$ cat config.mk
export PLATFORM = sky130hd
export DESIGN_NAME = quaternion_pack_32_core_flat
export DESIGN_NICKNAME = d
export VERILOG_FILES = /design/src/rtl/qp32_pkg.sv /design/src/rtl/qp32_if.sv /design/src/rtl/qp32_front.sv /design/src/rtl/qp32_sqrt_cell.sv /design/src/rtl/quaternion_pack_32_core.sv /design/src/flat_wrapper.sv
export SDC_FILE = /design/constraint.sdc
export NUM_CORES = 2
export LEC_CHECK = 0
export ABC_CLOCK_PERIOD_IN_PS = 54600
export BUFFER_PORTS_ARGS = -buffer_cell sky130_fd_sc_hd__buf_4
export CAP_MARGIN = 20
export CORE_ASPECT_RATIO = 1.1
export CORE_MARGIN = 2
export CORE_UTILIZATION = 50
export DETAILED_ROUTE_END_ITERATION = 8
export GPL_TIMING_DRIVEN = 0
export PLACE_DENSITY_LB_ADDON = 0.08
export SLEW_MARGIN = 25
export SYNTH_ARGS = -nofsm -noshare
export SYNTH_HDL_FRONTEND = slang
export SYNTH_SLANG_ARGS = --single-unit
export TNS_END_PERCENT = 20
$ cat constraint.sdc
create_clock -name clock -period 54.6 [get_ports clock]
set_input_delay 16.38 -clock clock [delete_from_list [all_inputs] [get_ports clock]]
set_output_delay 16.38 -clock clock [all_outputs]
set_load 0.05 [all_outputs]
$ cat src/rtl/qp32_pkg.sv
// Shared types, constants and arithmetic functions for the quaternion pack codec.
// Has no dependencies; every other file of the block except qp32_if.sv refers to it by scoped names.
`default_nettype none

package qp32_pkg;

   localparam int unsigned XY_BITS    = 11;
   localparam int unsigned Z_BITS     = 10;
   localparam int unsigned X_SHIFT    = 21;
   localparam int unsigned Y_SHIFT    = 10;
   localparam int unsigned SQRT_CELLS = 16;

   localparam logic [31:0] ONE_Q2_30 = 32'h4000_0000;
   localparam logic [14:0] W_MAX     = 15'h7FFF;

   typedef enum logic {
      FUNC_COMPRESS   = 1'b0,
      FUNC_DECOMPRESS = 1'b1
   } func_type;

   // One item as it travels down the pipeline.
   typedef struct packed {
      func_type           func;
      logic [31:0]        packed_word;
      logic signed [15:0] x;
      logic signed [15:0] y;
      logic signed [15:0] z;
   } item_type;

   // Item plus the radicand, leaving the front stages.
   typedef struct packed {
      item_type    item;
      logic [31:0] rad;
   } prep_type;

   // Item plus the square root recurrence state, passed from cell to cell.
   typedef struct packed {
      item_type    item;
      logic [16:0] rem;
      logic [15:0] root;
      logic [31:0] rad;
   } cell_type;

   // floor((q*1023 + 1024*32768) / 32768); the sum stays inside 0..2^26.
   function automatic logic [10:0] quant_xy(input logic signed [16:0] q);
      logic signed [27:0] t;
      t = (28'(q) <<< 10) - 28'(q) + 28'sh200_0000;
      return t[25:15];
   endfunction

   // floor((q*511 + 512*32768) / 32768); the sum stays inside 0..2^25.
   function automatic logic [9:0] quant_z(input logic signed [16:0] q);
      logic signed [27:0] t;
      t = (28'(q) <<< 9) - 28'(q) + 28'sh100_0000;
      return t[24:15];
   endfunction

   // Apply the sign and saturate a magnitude of at most 32768.
   function automatic logic signed [15:0] sign_sat(input logic neg, input logic [15:0] mag);
      logic signed [16:0] v;
      v = neg ? -$signed({1'b0, mag}) : $signed({1'b0, mag});
      if (v > 17'sd32767) begin
         v = 17'sd32767;
      end
      return v[15:0];
   endfunction

   // round(32768*(2c-2047)/2047) = 16|d| + round(16|d|/2047), with
   // x/2047 split as x>>11 plus one correction step.
   function automatic logic signed [15:0] deq_xy(input logic [10:0] c);
      logic signed [12:0] d;
      logic [10:0]        mag;
      logic [15:0]        v;
      logic [15:0]        xs;
      logic [4:0]         q0;
      logic [11:0]        r;
      logic [5:0]         q;
      d   = $signed({1'b0, c, 1'b0}) - 13'sd2047;
      mag = d[12] ? 11'(-d) : 11'(d);
      v   = {1'b0, mag, 4'b0000};
      xs  = v + 16'd1023;
      q0  = xs[15:11];
      r   = {1'b0, xs[10:0]} + 12'(q0);
      q   = {1'b0, q0} + 6'(r >= 12'd2047);
      return sign_sat(d[12], v + 16'(q));
   endfunction

   // Same for the 10-bit field: 32|d| + round(32|d|/1023).
   function automatic logic signed [15:0] deq_z(input logic [9:0] c);
      logic signed [11:0] d;
      logic [9:0]         mag;
      logic [15:0]        v;
      logic [15:0]        xs;
      logic [5:0]         q0;
      logic [10:0]        r;
      logic [6:0]         q;
      d   = $signed({1'b0, c, 1'b0}) - 12'sd1023;
      mag = d[11] ? 10'(-d) : 10'(d);
      v   = {1'b0, mag, 5'b00000};
      xs  = v + 16'd511;
      q0  = xs[15:10];
      r   = {1'b0, xs[9:0]} + 11'(q0);
      q   = {1'b0, q0} + 7'(r >= 11'd1023);
      return sign_sat(d[11], v + 16'(q));
   endfunction

endpackage

`default_nettype wire

$ cat src/rtl/qp32_if.sv
// Valid/ready channel interfaces for the request and response sides.
// Payload types are plain logic vectors declared here, not taken from qp32_pkg.
`default_nettype none

interface qp32_req_if;
   logic               valid;
   logic               ready;
   logic               func;
   logic signed [15:0] in_w;
   logic signed [15:0] in_x;
   logic signed [15:0] in_y;
   logic signed [15:0] in_z;
   logic [31:0]        in_packed;

   modport source (output valid, func, in_w, in_x, in_y, in_z, in_packed, input ready);
   modport sink   (input valid, func, in_w, in_x, in_y, in_z, in_packed, output ready);
endinterface

interface qp32_rsp_if;
   logic               valid;
   logic               ready;
   logic [31:0]        out_packed;
   logic [14:0]        out_w;
   logic signed [15:0] out_x;
   logic signed [15:0] out_y;
   logic signed [15:0] out_z;

   modport source (output valid, out_packed, out_w, out_x, out_y, out_z, input ready);
   modport sink   (input valid, out_packed, out_w, out_x, out_y, out_z, output ready);
endinterface

`default_nettype wire

$ cat src/rtl/qp32_front.sv
// Front stages: encode or decode, square the components, form the radicand.
// Uses qp32_pkg and qp32_req_if.
`default_nettype none

module qp32_front (
   input  wire              clock,
   input  wire              reset,
   qp32_req_if.sink         req_ch,
   output logic             out_valid,
   input  wire              out_ready,
   output qp32_pkg::prep_type out_data
);

   logic                 valid_s0_ff, valid_s1_ff, valid_s2_ff;
   logic                 ready_s0, ready_s1, ready_s2;
   qp32_pkg::item_type   item_s0_ff, item_s0_in;
   qp32_pkg::item_type   item_s1_ff, item_s2_ff;
   logic [30:0]          sq_x_ff, sq_y_ff, sq_z_ff;
   logic [30:0]          sq_x_in, sq_y_in, sq_z_in;
   logic signed [31:0]   px, py, pz;
   logic [31:0]          sum;
   logic [31:0]          rad_ff, rad_in;
   logic signed [16:0]   qx, qy, qz;

   assign ready_s2     = !valid_s2_ff || out_ready;
   assign ready_s1     = !valid_s1_ff || ready_s2;
   assign ready_s0     = !valid_s0_ff || ready_s1;
   assign req_ch.ready = ready_s0;

   // Stage 0: quantise and pack, or unpack and dequantise.
   always_comb begin
      qx = 17'(req_ch.in_x);
      qy = 17'(req_ch.in_y);
      qz = 17'(req_ch.in_z);
      if (req_ch.in_w[15]) begin
         qx = -qx;
         qy = -qy;
         qz = -qz;
      end
      item_s0_in.func = qp32_pkg::func_type'(req_ch.func);
      if (req_ch.func == qp32_pkg::FUNC_COMPRESS) begin
         item_s0_in.packed_word = {qp32_pkg::quant_xy(qx), qp32_pkg::quant_xy(qy),
                                   qp32_pkg::quant_z(qz)};
         item_s0_in.x = '0;
         item_s0_in.y = '0;
         item_s0_in.z = '0;
      end else begin
         item_s0_in.packed_word = '0;
         item_s0_in.x = qp32_pkg::deq_xy(req_ch.in_packed[31:21]);
         item_s0_in.y = qp32_pkg::deq_xy(req_ch.in_packed[20:10]);
         item_s0_in.z = qp32_pkg::deq_z(req_ch.in_packed[9:0]);
      end
   end

   // Stage 1: squares, each at most 2^30.
   always_comb begin
      px      = item_s0_ff.x * item_s0_ff.x;
      py      = item_s0_ff.y * item_s0_ff.y;
      pz      = item_s0_ff.z * item_s0_ff.z;
      sq_x_in = px[30:0];
      sq_y_in = py[30:0];
      sq_z_in = pz[30:0];
   end

   // Stage 2: |1 - sum| in Q2.30.
   always_comb begin
      sum    = 32'(sq_x_ff) + 32'(sq_y_ff) + 32'(sq_z_ff);
      rad_in = (sum >= qp32_pkg::ONE_Q2_30) ? sum - qp32_pkg::ONE_Q2_30
                                            : qp32_pkg::ONE_Q2_30 - sum;
   end

   always_ff @(posedge clock) begin
      if (reset) begin
         valid_s0_ff <= 1'b0;
         valid_s1_ff <= 1'b0;
         valid_s2_ff <= 1'b0;
      end else begin
         if (ready_s0) begin
            valid_s0_ff <= req_ch.valid;
         end
         if (ready_s1) begin
            valid_s1_ff <= valid_s0_ff;
         end
         if (ready_s2) begin
            valid_s2_ff <= valid_s1_ff;
         end
      end
   end

   always_ff @(posedge clock) begin
      if (ready_s0 && req_ch.valid) begin
         item_s0_ff <= item_s0_in;
      end
      if (ready_s1 && valid_s0_ff) begin
         item_s1_ff <= item_s0_ff;
         sq_x_ff    <= sq_x_in;
         sq_y_ff    <= sq_y_in;
         sq_z_ff    <= sq_z_in;
      end
      if (ready_s2 && valid_s1_ff) begin
         item_s2_ff <= item_s1_ff;
         rad_ff     <= rad_in;
      end
   end

   assign out_valid     = valid_s2_ff;
   assign out_data.item = item_s2_ff;
   assign out_data.rad  = rad_ff;

endmodule

`default_nettype wire

$ cat src/rtl/qp32_sqrt_cell.sv
// One cell of the square root chain: settles one root bit per cell.
// Uses qp32_pkg.
`default_nettype none

module qp32_sqrt_cell (
   input  wire                     clock,
   input  wire                     reset,
   input  wire                     in_valid,
   output logic                    in_ready,
   input  wire qp32_pkg::cell_type in_data,
   output logic                    out_valid,
   input  wire                     out_ready,
   output qp32_pkg::cell_type      out_data
);

   logic               valid_ff;
   qp32_pkg::cell_type data_ff, data_in;
   logic [18:0]        shifted;
   logic [17:0]        trial;
   logic               take;
   logic [18:0]        diff;

   assign in_ready = !valid_ff || out_ready;

   // Bring down the next radicand pair and try subtracting 4*root+1.
   always_comb begin
      shifted = {in_data.rem, in_data.rad[31:30]};
      trial   = {in_data.root, 2'b01};
      take    = shifted >= {1'b0, trial};
      diff    = shifted - {1'b0, trial};
      data_in.item = in_data.item;
      data_in.rem  = take ? diff[16:0] : shifted[16:0];
      data_in.root = {in_data.root[14:0], take};
      data_in.rad  = {in_data.rad[29:0], 2'b00};
   end

   always_ff @(posedge clock) begin
      if (reset) begin
         valid_ff <= 1'b0;
      end else if (in_ready) begin
         valid_ff <= in_valid;
      end
   end

   always_ff @(posedge clock) begin
      if (in_ready && in_valid) begin
         data_ff <= data_in;
      end
   end

   assign out_valid = valid_ff;
   assign out_data  = data_ff;

endmodule

`default_nettype wire

$ cat src/rtl/quaternion_pack_32_core.sv
// Path from request transfer to response transfer: 3 front stages, 16 square root
// cells, 1 output register. Throughput: one transfer per cycle while rsp_ch.ready holds.
// Each stage advances when empty or when its successor advances, so bubbles
// collapse while the response side stalls. Reset is synchronous and active
// high; it empties every stage and the output register. Data registers are not reset.
`default_nettype none

module quaternion_pack_32_core (
   input  wire      clock,
   input  wire      reset,
   qp32_req_if.sink   req_ch,
   qp32_rsp_if.source rsp_ch
);

   localparam int unsigned N = qp32_pkg::SQRT_CELLS;

   // Front end to first cell.
   logic               front_valid;
   qp32_pkg::prep_type front_data;

   // Chain links: index i feeds cell i, index N leaves the last cell.
   logic               link_valid [0:N];
   logic               link_ready [0:N];
   qp32_pkg::cell_type link_data  [0:N];

   // Output register.
   logic               out_valid_ff;
   logic [31:0]        out_packed_ff, out_packed_in;
   logic [14:0]        out_w_ff, out_w_in;
   logic signed [15:0] out_x_ff, out_y_ff, out_z_ff;
   logic               out_ready;
   qp32_pkg::cell_type last;
   logic [16:0]        rounded;

   qp32_front u_front (
      .clock     (clock),
      .reset     (reset),
      .req_ch    (req_ch),
      .out_valid (front_valid),
      .out_ready (link_ready[0]),
      .out_data  (front_data)
   );

   // Start the recurrence with zero root and remainder.
   assign link_valid[0]     = front_valid;
   assign link_data[0].item = front_data.item;
   assign link_data[0].rem  = '0;
   assign link_data[0].root = '0;
   assign link_data[0].rad  = front_data.rad;

   for (genvar i = 0; i < N; i++) begin : g_cell
      qp32_sqrt_cell u_cell (
         .clock     (clock),
         .reset     (reset),
         .in_valid  (link_valid[i]),
         .in_ready  (link_ready[i]),
         .in_data   (link_data[i]),
         .out_valid (link_valid[i+1]),
         .out_ready (link_ready[i+1]),
         .out_data  (link_data[i+1])
      );
   end

   assign out_ready     = !out_valid_ff || rsp_ch.ready;
   assign link_ready[N] = out_ready;
   assign last          = link_data[N];

   // Round the root to nearest: step up when the remainder exceeds the root,
   // then saturate to the largest 15-bit value. Drop w on compress.
   always_comb begin
      rounded = {1'b0, last.root} + 17'(last.rem > {1'b0, last.root});
      if (last.item.func == qp32_pkg::FUNC_COMPRESS) begin
         out_w_in = '0;
      end else if (rounded > 17'(qp32_pkg::W_MAX)) begin
         out_w_in = qp32_pkg::W_MAX;
      end else begin
         out_w_in = rounded[14:0];
      end
      out_packed_in = last.item.packed_word;
   end

   always_ff @(posedge clock) begin
      if (reset) begin
         out_valid_ff <= 1'b0;
      end else if (out_ready) begin
         out_valid_ff <= link_valid[N];
      end
   end

   // Hold the result until its transfer; load a new one behind it.
   always_ff @(posedge clock) begin
      if (out_ready && link_valid[N]) begin
         out_packed_ff <= out_packed_in;
         out_w_ff      <= out_w_in;
         out_x_ff      <= last.item.x;
         out_y_ff      <= last.item.y;
         out_z_ff      <= last.item.z;
      end
   end

   assign rsp_ch.valid      = out_valid_ff;
   assign rsp_ch.out_packed = out_packed_ff;
   assign rsp_ch.out_w      = out_w_ff;
   assign rsp_ch.out_x      = out_x_ff;
   assign rsp_ch.out_y      = out_y_ff;
   assign rsp_ch.out_z      = out_z_ff;

`ifndef SYNTHESIS
   // An empty output register lets every stage advance, so a request is taken.
   a_ready_when_empty: assert property (@(posedge clock) disable iff (reset)
      !out_valid_ff |-> req_ch.ready)
      else $error("request side stalled with empty output register");

   // The digit recurrence keeps the remainder at most twice the root.
   a_rem_bound: assert property (@(posedge clock) disable iff (reset)
      link_valid[N] |-> (last.rem <= {last.root, 1'b0}))
      else $error("square root remainder out of range");

   // A response taken with nothing behind it leaves the output register empty.
   a_out_drains: assert property (@(posedge clock) disable iff (reset)
      (rsp_ch.valid && rsp_ch.ready && !link_valid[N]) |=> !out_valid_ff)
      else $error("output register did not drain");

   // A nonzero packed word only comes from compress, which clears the rest.
   a_compress_clean: assert property (@(posedge clock) disable iff (reset)
      (rsp_ch.valid && rsp_ch.out_packed != '0) |->
         (rsp_ch.out_w == '0 && rsp_ch.out_x == '0 && rsp_ch.out_y == '0 &&
          rsp_ch.out_z == '0))
      else $error("compress response carries decoded fields");
`endif

endmodule

`default_nettype wire
$ cat src/flat_wrapper.sv
// flat-port wrapper written by rule: the top's interface ports become plain ports
module quaternion_pack_32_core_flat 
  (clock, reset, req_ch_valid, req_ch_func, req_ch_in_w, req_ch_in_x, req_ch_in_y, req_ch_in_z, req_ch_in_packed, req_ch_ready, rsp_ch_valid, rsp_ch_out_packed, rsp_ch_out_w, rsp_ch_out_x, rsp_ch_out_y, rsp_ch_out_z, rsp_ch_ready);
  qp32_req_if req_ch_i ();
  qp32_rsp_if rsp_ch_i ();
  input  wire clock;
  input  wire reset;
  input wire logic [$bits(req_ch_i.valid)-1:0] req_ch_valid;
  input wire logic [$bits(req_ch_i.func)-1:0] req_ch_func;
  input wire logic [$bits(req_ch_i.in_w)-1:0] req_ch_in_w;
  input wire logic [$bits(req_ch_i.in_x)-1:0] req_ch_in_x;
  input wire logic [$bits(req_ch_i.in_y)-1:0] req_ch_in_y;
  input wire logic [$bits(req_ch_i.in_z)-1:0] req_ch_in_z;
  input wire logic [$bits(req_ch_i.in_packed)-1:0] req_ch_in_packed;
  output wire logic [$bits(req_ch_i.ready)-1:0] req_ch_ready;
  output wire logic [$bits(rsp_ch_i.valid)-1:0] rsp_ch_valid;
  output wire logic [$bits(rsp_ch_i.out_packed)-1:0] rsp_ch_out_packed;
  output wire logic [$bits(rsp_ch_i.out_w)-1:0] rsp_ch_out_w;
  output wire logic [$bits(rsp_ch_i.out_x)-1:0] rsp_ch_out_x;
  output wire logic [$bits(rsp_ch_i.out_y)-1:0] rsp_ch_out_y;
  output wire logic [$bits(rsp_ch_i.out_z)-1:0] rsp_ch_out_z;
  input wire logic [$bits(rsp_ch_i.ready)-1:0] rsp_ch_ready;
  assign req_ch_i.valid = req_ch_valid;
  assign req_ch_i.func = req_ch_func;
  assign req_ch_i.in_w = req_ch_in_w;
  assign req_ch_i.in_x = req_ch_in_x;
  assign req_ch_i.in_y = req_ch_in_y;
  assign req_ch_i.in_z = req_ch_in_z;
  assign req_ch_i.in_packed = req_ch_in_packed;
  assign req_ch_ready = req_ch_i.ready;
  assign rsp_ch_valid = rsp_ch_i.valid;
  assign rsp_ch_out_packed = rsp_ch_i.out_packed;
  assign rsp_ch_out_w = rsp_ch_i.out_w;
  assign rsp_ch_out_x = rsp_ch_i.out_x;
  assign rsp_ch_out_y = rsp_ch_i.out_y;
  assign rsp_ch_out_z = rsp_ch_i.out_z;
  assign rsp_ch_i.ready = rsp_ch_ready;
  quaternion_pack_32_core u_core (.clock(clock), .reset(reset), .req_ch(req_ch_i), .rsp_ch(rsp_ch_i));
endmodule
==> impl_metrics.json <==
{
  "crit_slowest_cell": "nor2_1",
  "maxCapViolations": 0,
  "max_stage_delay_ns": 0.58,
  "timing.fmax_mhz": 28.03,
  "rsz0062_at_grt": "no",
  "synth-async-reset-ratio": 0,
  "ctsLongestPathBuffers": 3,
  "vias_per_cell": 5.132,
  "whs_ns": 0.3759,
  "reg2reg_depth": 24,
  "synth_cells": 8153,
  "drt_wl_total_mm": 221.2,
  "end_kind": "output pin",
  "layout.cells.most_common": "edfxtp_1",
  "drive_gt1_frac": 0.08473,
  "antenna_found_initial": 8,
  "finClkSkew_ns": 0.04984,
  "dp_hpwl_mm": 169.8,
  "area_growth_pct": 13.38,
  "path_clk_slew_ns": 0.06,
  "final_cell_mix": "edfxtp_1, inv_1, fa_1",
  "drc": 0,
  "yosys.area.top_type": "edfxtp_1",
  "synth_top_cell_area_share": 0.6085,
  "fp.dieArea_mm2": 0.2391,
  "start_util": 0.5033,
  "min_from": "u_core.g_cell[7].u_cell.out_data[70]",
  "drt-wirelength-per-cell_um": 18.48,
  "grt_max_degree": 51,
  "cp.arrival_ns": 19.30,
  "ios": 198,
  "reg2reg_to": "u_core.u_front.sq_z_ff[28]",
  "vias": 61430,
  "relSlewSlack": 0.3069,
  "synth-main-ff-cell": "edfxtp_1",
  "seq_area_frac_synth": 0.6119,
  "cts_tree": "yes",
  "worstHoldEndpoint": "u_core.g_cell[8].u_cell.out_data[70]",
  "layout.nets": 10060,
  "die_y_um": 512.6,
  "clock_sinks": 2403,
  "cp.required_ns": 38.22,
  "nFillCells": 18610,
  "worst_pin_slew_ns": 1.030,
  "cts_hold_buf": 0,
  "rr_startpoint": "u_core.u_front.item_s0_ff[1]",
  "rrSetupSlack_ns": 45.55,
  "core_area_mm2": 0.2337,
  "period_needed_ns": 35.68,
  "crit_chain": "buf_4 -> nor2b_1 -> and2_1 -> and3_1 -> nand3_1 -> nor3_1 -> nand3_1 -> nor2_1 -> nand3_1 -> buf_4",
  "hold_class": "reg -> reg",
  "first_pass_iters": 5,
  "whs_path_depth": 0,
  "cp-start-kind": "primary input",
  "first_global_vias": 64740,
  "ys_warn_count": 0,
  "postCtsResizedCells": 0,
  "place_congestion": 0.8814,
  "synthTopCellsByArea": "edfxtp_1, fa_1, ha_1",
  "avgSynthCellArea_um2": 14.42,
  "cp_common_cell": "nand3_1",
  "finalSetupViolations": 0,
  "synth_enable_flop_cells": 2383,
  "synth_cell_types": 85,
  "critPathKind": "in -> out",
  "post_cts_buffers": 0,
  "cp_max_fo": 6,
  "first_iter_violations": 3116,
  "hold_violations": 0,
  "synth_area_mm2": 0.1176,
  "outcome": "complete, no violations",
  "io_buffers": 167,
  "grt_first_pass_wirelength_mm": 355.5,
  "grt_usage": 0.1902,
  "cts_buffers": 230,
  "rows": 186,
  "fp.dieW_um": 466.4,
  "ys_ff_latch": 2403,
  "multiInputGateArea_mm2": 0.04100,
  "layout.area.seq_mm2": 0.07196,
  "antenna_left": 0,
  "slew_violations": 0,
  "overflow": 0,
  "tns_ns": 0,
  "fin_crit_sh": 0.6534,
  "clk_latency_ns": 0.88,
  "clockRootBuffer": "clkbuf_16",
  "cts.htree.levels": 4
}
[metal layers]
layer / routed length, um / global-route usage / part of all wire
met2: 113000 / 0.3309 / 0.51
met4: 7714 / 0.06783 / 0.035
met3: 7073 / 0.02424 / 0.032
met1: 93390 / 0.2445 / 0.42
met5: 0 / 0 / 0
[area by class of cell]
type	instances	area share
flip-flops and latches	2403	0.5397
multi-input cells	4462	0.3075
clock buffers	279	0.04455
inverters	1144	0.03221
repair buffers	285	0.03123
well taps	3102	0.02911
clock inverters	140	0.01115
plain buffers	150	0.004467
diodes	4	0.00007507
[sequential cells by signal, indices dropped and copies added, names as in the netlist]
name,cells
u_core.rsp_ch.out_x,16
u_core.u_front.out_valid,1
u_core.u_front.out_data,81
u_core.u_front.rad_ff,32
u_core.u_front.valid_s1_ff,1
u_core.u_front.item_s1_ff,81
u_core.rsp_ch.out_y,16
u_core.g_cell.u_cell.out_valid,16
u_core.u_front.sq_z_ff,29
u_core.u_front.sq_y_ff,29
u_core.rsp_ch.out_w,15
u_core.u_front.sq_x_ff,29
u_core.rsp_ch.out_packed,32
u_core.u_front.item_s0_ff,81
u_core.g_cell.u_cell.out_data,1926
u_core.rsp_ch.out_z,16
u_core.rsp_ch.valid,1
u_core.u_front.valid_s0_ff,1
[cells in the mapped netlist, types with 8 or more instances]
master     instances
edfxtp_1        2383
inv_1           1142
fa_1             731
ha_1             551
nand2_1          467
nor2_1           390
xnor2_1          310
a21oi_1          279
o21ai_0          227
and2_1           176
xor2_1           161
clkbuf_1         138
nor3_1           135
o21a_1            78
nand3_1           77
a21o_1            76
nand2b_1          70
nor2b_1           67
o31ai_1           52
nand4_1           45
a21boi_0          42
and3_1            41
mux2_2            41
or2_2             36
a211oi_1          35
nor4_1            34
or3_1             31
o21bai_1          24
or4_1             23
a31oi_1           20
dfxtp_1           20
mux2i_1           16
a221oi_1          15
a211o_1           13
nand3b_1          13
nor3b_1           11
o211ai_1          10
o221a_2           10
o22ai_1           10
o41ai_1           10
a2111oi_0          8
a311oi_1           8
[through the flow]
stage               instance area [um^2]  std cells    util  setup WS (ns)
floorplan                         117600       8159       -          20.12
global placement                  122800      11430  0.5254          16.25
detailed placement                125900      11550  0.5388          18.91
CTS                               133300      11970  0.5705          18.91
global route                      133300      11970  0.5706          18.67
finish                            133300      11970  0.5706          18.92
[kinds of logic after synthesis]
group                    share of synthesized area
other                                   0.00006386
adder cells (fa/ha/maj)                     0.1834
AND/OR/NAND/NOR                            0.06818
buffers and inverters                      0.04156
AO/OA/AOI/OAI                              0.05450
XOR/XNOR                                   0.03508
multiplexers                              0.005288
flip-flops                                  0.6119
[critical path: cells and delay by family]
family                 cells  cell delay (ns)
AND/OR/NAND/NOR            8             2.58
buffers and inverters      2             0.34
[worst max-delay path by stage]
| stage | from | endpoint | cells past startpoint |
|---|---|---|---|
| global placement | rsp_ch_ready | u_core.u_front.item_s1_ff[48] | 9 |
| global route | rsp_ch_ready | req_ch_ready | 10 |
| CTS | rsp_ch_ready | req_ch_ready | 10 |
| detailed placement | rsp_ch_ready | req_ch_ready | 10 |
| finish | rsp_ch_ready | req_ch_ready | 10 |
| floorplan | rsp_ch_ready | req_ch_ready | 8 |
Power is left out: the tool's default activity adds up to more than one toggle a clock period on the data nets, which glitch-free logic cannot reach.
